**src/sv/julia_escape_time_pixel_macros.svh**
```systemverilog
// Assertion macros for the Julia escape-time pixel block.
// Included by the RTL files that carry concurrent assertions.
`ifndef JULIA_ESCAPE_TIME_PIXEL_MACROS_SVH
`define JULIA_ESCAPE_TIME_PIXEL_MACROS_SVH

// same-cycle implication
`define JETP_ASSERT_IMPLY(label, clk, rst, ante, cons) \
   label: assert property (@(posedge clk) disable iff (rst) (ante) |-> (cons)) \
      else $error("jetp assertion failed");

// next-cycle implication
`define JETP_ASSERT_NEXT(label, clk, rst, ante, cons) \
   label: assert property (@(posedge clk) disable iff (rst) (ante) |=> (cons)) \
      else $error("jetp assertion failed");

`endif

```
**src/sv/jetp_pkg.sv**
```systemverilog
// Package for the Julia escape-time pixel block: widths, reset values,
// register indexes and payload types. No dependencies.
`timescale 1ns / 1ps

package jetp_pkg;

   localparam int DATA_WIDTH    = 32;
   localparam int FRAC_BITS     = 28;
   localparam int COORD_BITS    = 12;
   localparam int ITER_BITS     = 16;
   localparam int QUOT_BITS     = 8;
   localparam int REM_BITS      = ITER_BITS + 10;
   localparam int CSR_ADDR_BITS = 3;

   localparam int RESET_MIN_REAL  = -322122547;
   localparam int RESET_MAX_IMAG  = 402653184;
   localparam int RESET_REAL_STEP = 0;
   localparam int RESET_IMAG_STEP = 0;
   localparam int RESET_K_REAL    = 80530637;
   localparam int RESET_K_IMAG    = 131533373;
   localparam int RESET_MAX_ITER  = 100;

   typedef enum logic [CSR_ADDR_BITS-1:0] {
      REG_MIN_REAL  = 3'd0,
      REG_MAX_IMAG  = 3'd1,
      REG_REAL_STEP = 3'd2,
      REG_IMAG_STEP = 3'd3,
      REG_K_REAL    = 3'd4,
      REG_K_IMAG    = 3'd5,
      REG_MAX_ITER  = 3'd6
   } csr_index_type;

   typedef struct packed {
      logic [COORD_BITS-1:0] pixel_x;
      logic [COORD_BITS-1:0] pixel_y;
   } req_type;

   typedef struct packed {
      logic                 inside_res;
      logic [ITER_BITS-1:0] escape_count;
      logic [7:0]           red;
      logic [7:0]           green;
      logic [7:0]           blue;
   } rsp_type;

   typedef struct packed {
      logic load;
      logic step;
   } core_ctl_type;

   typedef struct packed {
      logic escape;
   } core_sts_type;

endpackage

```
**src/sv/jetp_div_cell.sv**
```systemverilog
// One cell of the colour divider chain: settles one quotient bit and
// hands remainder and partial quotient to the next cell. Uses jetp_pkg.
`timescale 1ns / 1ps

module jetp_div_cell #(
   parameter int BIT_POS = 0
) (
   input  logic                          clock,
   input  logic                          reset,
   input  logic                          valid_in,
   input  logic [jetp_pkg::REM_BITS-1:0] rem_in,
   input  logic [jetp_pkg::QUOT_BITS-1:0] quot_in,
   input  logic [jetp_pkg::ITER_BITS-1:0] den,
   output logic                          valid_out,
   output logic [jetp_pkg::REM_BITS-1:0] rem_out,
   output logic [jetp_pkg::QUOT_BITS-1:0] quot_out
);

   localparam int RW = jetp_pkg::REM_BITS;
   localparam int QW = jetp_pkg::QUOT_BITS;

   logic          valid_ff;
   logic [RW-1:0] rem_ff, rem_in_nxt;
   logic [QW-1:0] quot_ff, quot_in_nxt;
   logic [RW:0]   trial;

   always_comb begin
      trial = {1'b0, rem_in} - ((RW + 1)'(den) << BIT_POS);
      if (!trial[RW]) begin
         rem_in_nxt  = trial[RW-1:0];
         quot_in_nxt = quot_in | (QW'(1) << BIT_POS);
      end else begin
         rem_in_nxt  = rem_in;
         quot_in_nxt = quot_in;
      end
   end

   always_ff @(posedge clock) begin
      if (reset) begin
         valid_ff <= 1'b0;
      end else begin
         valid_ff <= valid_in;
      end
      rem_ff  <= rem_in_nxt;
      quot_ff <= quot_in_nxt;
   end

   assign valid_out = valid_ff;
   assign rem_out   = rem_ff;
   assign quot_out  = quot_ff;

endmodule

```
**config.mk**
```make
export PLATFORM = sky130hd
export DESIGN_NAME = jetp_div_cell
export DESIGN_NICKNAME = d
export VERILOG_FILES = /design/src/sv/julia_escape_time_pixel_macros.svh /design/src/sv/jetp_pkg.sv /design/src/sv/jetp_div_cell.sv
export SDC_FILE = /design/constraint.sdc
export NUM_CORES = 1
export LEC_CHECK = 0
export ABC_AREA = 0
export BUFFER_PORTS_ARGS = -buffer_cell sky130_fd_sc_hd__buf_4
export CELL_PAD_IN_SITES_DETAIL_PLACEMENT = 0
export CELL_PAD_IN_SITES_GLOBAL_PLACEMENT = 2
export CORE_MARGIN = 2
export CORE_UTILIZATION = 24
export DETAILED_ROUTE_END_ITERATION = 8
export PLACE_DENSITY = 0.77
export SETUP_SLACK_MARGIN = 0.2
export SYNTH_ARGS = -nofsm -noshare
export SYNTH_HDL_FRONTEND = slang
export SYNTH_SLANG_ARGS = --single-unit
```
**constraint.sdc**
```tcl
create_clock -name clock -period 2.5 [get_ports clock]
set_clock_uncertainty 0.2 [all_clocks]
set_input_delay 0.5 -clock clock [delete_from_list [all_inputs] [get_ports clock]]
set_output_delay 0.5 -clock clock [all_outputs]
set_load 0.02 [all_outputs]
```
==> impl_table.tex <==
\begin{tabular}{lr}
\hline
Metric & Value \\
\hline
\multicolumn{2}{l}{\textbf{Timing}} \\
Max\_slew headroom & 77.2\% \\
Ratio of final minimum period to clock period & 101\% \\
Worst-case setup margin in the final layout & -0.0266 ns \\
Number of pins with negative max-slew slack in the final report & 0 \\
Setup TNS & -0.0754 ns \\
\# setup viols final & 5 \\
Fmax & 396 MHz \\
Slew of the pin with the lowest slew margin & 0.338 ns \\
Hold Worst Slack & 0.108 ns \\
Hold violation count in the final report & 0 \\
Unrepaired setup endpoints after global routing & true \\
Post-layout minimum cycle time & 2.53 ns \\
\multicolumn{2}{l}{\textbf{Min path}} \\
Start point of the worst min-delay path & quot\_in[2] \\
Type of the most critical hold path & in -> reg \\
\multicolumn{2}{l}{\textbf{Die}} \\
Die area & 0.00925 mm2 \\
Die width & 96.2 um \\
Row count & 33 \\
Starting density of the core & 24.8\% \\
Ports placed on the boundary & 88 \\
Core box area & 0.00822 mm2 \\
DIE HEIGHT & 96.2 um \\
\multicolumn{2}{l}{\textbf{Power and ir drop}} \\
VDD IR-drop max & 0.000217 V \\
Total power divided by cell area & 524 mW/mm2 \\
Combinational group share of total power & 39.7\% \\
Design internal power & 0.00120 W \\
Post-route total power & 0.00180 W \\
Leakage & 1.63 nW \\
Clk pwr share & 23.8\% \\
Switching pwr & 0.000598 W \\
Sw frac & 33.2\% \\
Sequential power share & 36.5\% \\
\multicolumn{2}{l}{\textbf{Finish}} \\
Number of nets in the layout & 440 \\
Count of antenna diodes in the layout & 0 \\
Synth-to-Final Area Change & 68.4\% \\
Number of fill cells & 847 \\
Count of non-filler cells in the finished layout & 476 \\
Ratio of cells with drive above 1 in the final layout & 47.4\% \\
Core Util, Final & 41.8\% \\
\multicolumn{2}{l}{\textbf{GRT}} \\
Number of antenna violations at the first check in global routing & 0 \\
Largest net degree at the start of global routing & 15 \\
Wire length of the first global-routing pass & 9320 um \\
Gr ovfl total & 0 \\
Number of global-route vias before repair & 1966 \\
All-layer global routing usage & 13.0\% \\
\multicolumn{2}{l}{\textbf{Yosys}} \\
Post-synth top flop & sky130\_fd\_sc\_hd\_\_dfxtp\_1 \\
Cell variety after synth & 45 \\
Compound-gate portion of the synthesized area & 22.1\% \\
Count of synthesis-stage warnings from yosys & 0 \\
Fraction of synthesis flops using an asynchronous set or reset pin & 0\% \\
Fraction of the mapped netlist area in adder cells & 10.8\% \\
Multiplexer share of the synthesized area & 2.76\% \\
Combinational family with the most area after synthesis & compound AO/OA/AOI/OAI gates \\
Synth Area in XOR/XNOR & 9.88\% \\
Fraction of the mapped netlist area in simple logic gates & 14.5\% \\
Cell count after synthesis & 234 \\
Avg Inst Size Synth & 8.71 um2 \\
Number of flip-flops and latches in the synthesized netlist & 35 \\
Most area-consuming cells after synthesis & sky130\_fd\_sc\_hd\_\_dfxtp\_1, sky130\_fd\_sc\_hd\_\_ha\_1, sky130\_fd\_sc\_hd\_\_xnor2\_1 \\
Post-synthesis instance area & 0.00204 mm2 \\
Number of enable-type register cells in the synthesized netlist & 0 \\
Area share of the leading cell type in the synthesized netlist & 34.4\% \\
Sequential element share of the synthesized area & 34.4\% \\
Largest area contributor in the netlist & sky130\_fd\_sc\_hd\_\_dfxtp\_1 \\
Number of nets in the synthesized netlist & 304 \\
\multicolumn{2}{l}{\textbf{Routing}} \\
Average wire per cell in the routed design & 12.5 um \\
Detailed-route vias per instance & 4.30 \\
Number of DRC markers in iteration 0 & 44 \\
Remaining design rule violation count & 0 \\
First-pass iteration count of the detailed router & 4 \\
Final Routed Wirelength & 5950 um \\
DR vias & 2045 \\
Final ANT Viol Nets & 0 \\
\multicolumn{2}{l}{\textbf{Clock tree}} \\
Clock slew at reported path FFs & 0.08 ns \\
Root buf cell & sky130\_fd\_sc\_hd\_\_clkbuf\_8 \\
Maximum buffer depth of the clock tree & 2 \\
Clock H-tree levels & 2 \\
TritonCTS clock tree & built \\
Number of clock sinks seen by CTS & 35 \\
Number of buffers created by CTS & 5 \\
\# hold bufs at CTS & 0 \\
\multicolumn{2}{l}{\textbf{Placed design}} \\
Placed cell count & 465 \\
Number of buffers added on ports & 87 \\
Dpl hpwl & 4790 um \\
Routability congestion estimate from global placement & 0.817 \\
\multicolumn{2}{l}{\textbf{Critical path}} \\
Maximum single-stage delay on the critical path & 0.34 ns \\
Setup CP Type & in -> reg \\
Crit path capture type & flop \\
Worst Path Arrival & 2.55 ns \\
Startpoint kind of the worst setup timing path & primary input \\
Crit path max fanout & 5 \\
CP required & 2.52 ns \\
Worst-path cell with the longest stage delay & sky130\_fd\_sc\_hd\_\_fa\_2 \\
Origin of the worst setup path & rem\_in[0] \\
Cell-by-cell trace of the critical path & buf\_12, inv\_12, ha\_4, inv\_2, fa\_2, a211o\_1, a211oi\_2, o221ai\_2, a21oi\_2, o21bai\_4, nor3\_2, xor2\_1 \\
\multicolumn{2}{l}{\textbf{Outcome}} \\
Status & finished, violations left \\
Violated checks & setup timing \\
\multicolumn{2}{l}{\textbf{Flow run}} \\
Count of maximum capacitance violations & 0 \\
\hline
\end{tabular}
sequential cells by signal, indices dropped and copies added (netlist names):
register / flops
rem_out: 26
valid_out: 1
quot_out: 8
critical path: cells and delay by family:
family | cells | cell delay (ns)
compound gates | 5 | 1.04
fa+ha+maj | 2 | 0.46
simple gates | 1 | 0.21
buf+inv | 3 | 0.18
xor+xnor | 1 | 0.15
per-stage QoR:
step           cell area, um2  setup WS (ns)
5_1_grt                  3430         -0.132
2_1_floorplan            2090         -0.136
4_1_cts                  3400        -0.0110
3_3_place_gp             3210         -0.425
3_5_place_dp             3210         -0.464
6_report                 3430        -0.0266
power by group through the flow:
stage | Clock (W) | Combinational (W) | Sequential [W]
after global routing | 0.000470 | 0.000781 | 0.000666
after global placement | 0 | 0.000687 | 0.000672
final | 0.000429 | 0.000714 | 0.000657
after CTS | 0.000457 | 0.000713 | 0.000659
after detailed placement | 0 | 0.000689 | 0.000671
after floorplan | 0 | 0.000261 | 0.000767
area by class of cell:
| class | count | area [um2] | share of cell area (%) |
|---|---|---|---|
| Clock inverter | 3 | 20.0 | 0.583 |
| Timing Repair Buffer | 136 | 1070 | 31.3 |
| Clock buffer | 5 | 68.8 | 2.00 |
| Sequential cell | 35 | 701 | 20.4 |
| Inverter | 22 | 95.1 | 2.77 |
| Multi-Input combinational cell | 170 | 1340 | 39.1 |
| Tap cell | 105 | 131 | 3.83 |
worst paths after layout:
kind | end | cells past startpoint
worst min-delay path | quot_out[2]$_DFF_P_ | 1
worst max-delay path | rem_out[24]$_DFF_P_ | 12
cells in the final DEF (no fill, tap or decap), types with 2 or more instances in the layout:
cell type / Yosys / layout
sky130_fd_sc_hd__a211o_1: 3 / 3
sky130_fd_sc_hd__a211oi_2: 0 / 2
sky130_fd_sc_hd__a21o_1: 7 / 7
sky130_fd_sc_hd__a21oi_1: 25 / 24
sky130_fd_sc_hd__a21oi_2: 1 / 2
sky130_fd_sc_hd__buf_12: 0 / 3
sky130_fd_sc_hd__buf_4: 0 / 129
sky130_fd_sc_hd__buf_6: 0 / 4
sky130_fd_sc_hd__clkbuf_8: 0 / 5
sky130_fd_sc_hd__clkinvlp_4: 0 / 2
sky130_fd_sc_hd__dfxtp_1: 35 / 35
sky130_fd_sc_hd__ha_1: 16 / 11
sky130_fd_sc_hd__ha_4: 0 / 4
sky130_fd_sc_hd__inv_1: 22 / 18
sky130_fd_sc_hd__inv_2: 0 / 3
sky130_fd_sc_hd__mux2_2: 5 / 5
sky130_fd_sc_hd__nand2_1: 9 / 8
sky130_fd_sc_hd__nand2b_1: 4 / 4
sky130_fd_sc_hd__nand3_1: 6 / 6
sky130_fd_sc_hd__nand4_1: 3 / 3
sky130_fd_sc_hd__nor2_1: 23 / 22
sky130_fd_sc_hd__nor2b_1: 2 / 2
sky130_fd_sc_hd__nor3_2: 1 / 3
sky130_fd_sc_hd__o21a_1: 3 / 3
sky130_fd_sc_hd__o21ai_0: 10 / 8
sky130_fd_sc_hd__o21ai_1: 0 / 2
sky130_fd_sc_hd__o21bai_1: 3 / 2
sky130_fd_sc_hd__xnor2_1: 16 / 16
sky130_fd_sc_hd__xor2_1: 7 / 7
logic make-up after synthesis:
kind of cell               count (synthesis)
and+or+nand+nor                           59
buffers and inverters                     29
muxes                                      5
DFF                                       35
xor gates and xnor gates                  23
AOI/OAI and AO/OA                         66
adders and majority gates                 17
synth_stat cells (2+ instances only):
| cell type | count |
|---|---|
| sky130_fd_sc_hd__mux2_2 | 5 |
| sky130_fd_sc_hd__clkbuf_1 | 3 |
| sky130_fd_sc_hd__nor3_1 | 3 |
| sky130_fd_sc_hd__nand3_1 | 6 |
| sky130_fd_sc_hd__xnor2_1 | 16 |
| sky130_fd_sc_hd__nand2b_1 | 4 |
| sky130_fd_sc_hd__nand2_1 | 9 |
| sky130_fd_sc_hd__inv_1 | 22 |
| sky130_fd_sc_hd__o21bai_1 | 3 |
| sky130_fd_sc_hd__ha_1 | 16 |
| sky130_fd_sc_hd__nand4_1 | 3 |
| sky130_fd_sc_hd__a21oi_1 | 25 |
| sky130_fd_sc_hd__dfxtp_1 | 35 |
| sky130_fd_sc_hd__nor2_1 | 23 |
| sky130_fd_sc_hd__a211o_1 | 3 |
| sky130_fd_sc_hd__o21a_1 | 3 |
| sky130_fd_sc_hd__a21o_1 | 7 |
| sky130_fd_sc_hd__o21ai_0 | 10 |
| sky130_fd_sc_hd__a211oi_1 | 3 |
| sky130_fd_sc_hd__buf_2 | 3 |
| sky130_fd_sc_hd__nor2b_1 | 2 |
| sky130_fd_sc_hd__xor2_1 | 7 |
layer usage:
| metal | track usage (%) | vias to the layer above | share of wire (%) |
|---|---|---|---|
| li1 | - | 1084 | - |
| met1 | 16.6 | 902 | 45 |
| met2 | 22.2 | 54 | 49 |
| met3 | 2.51 | 5 | 4.6 |
| met4 | 3.33 | 0 | 0.89 |
| met5 | 0 | - | 0 |
timing repair:
| item | 4_1_cts | 5_1_grt |
|---|---|---|
| pin swaps | 13 | 16 |
| gates resized for setup | 17 | 8 |
| setup buffers | 2 | 1 |
| endpoints found under the setup margin | 26 | 27 |
Note: power is estimated with default switching activity, not from simulation.
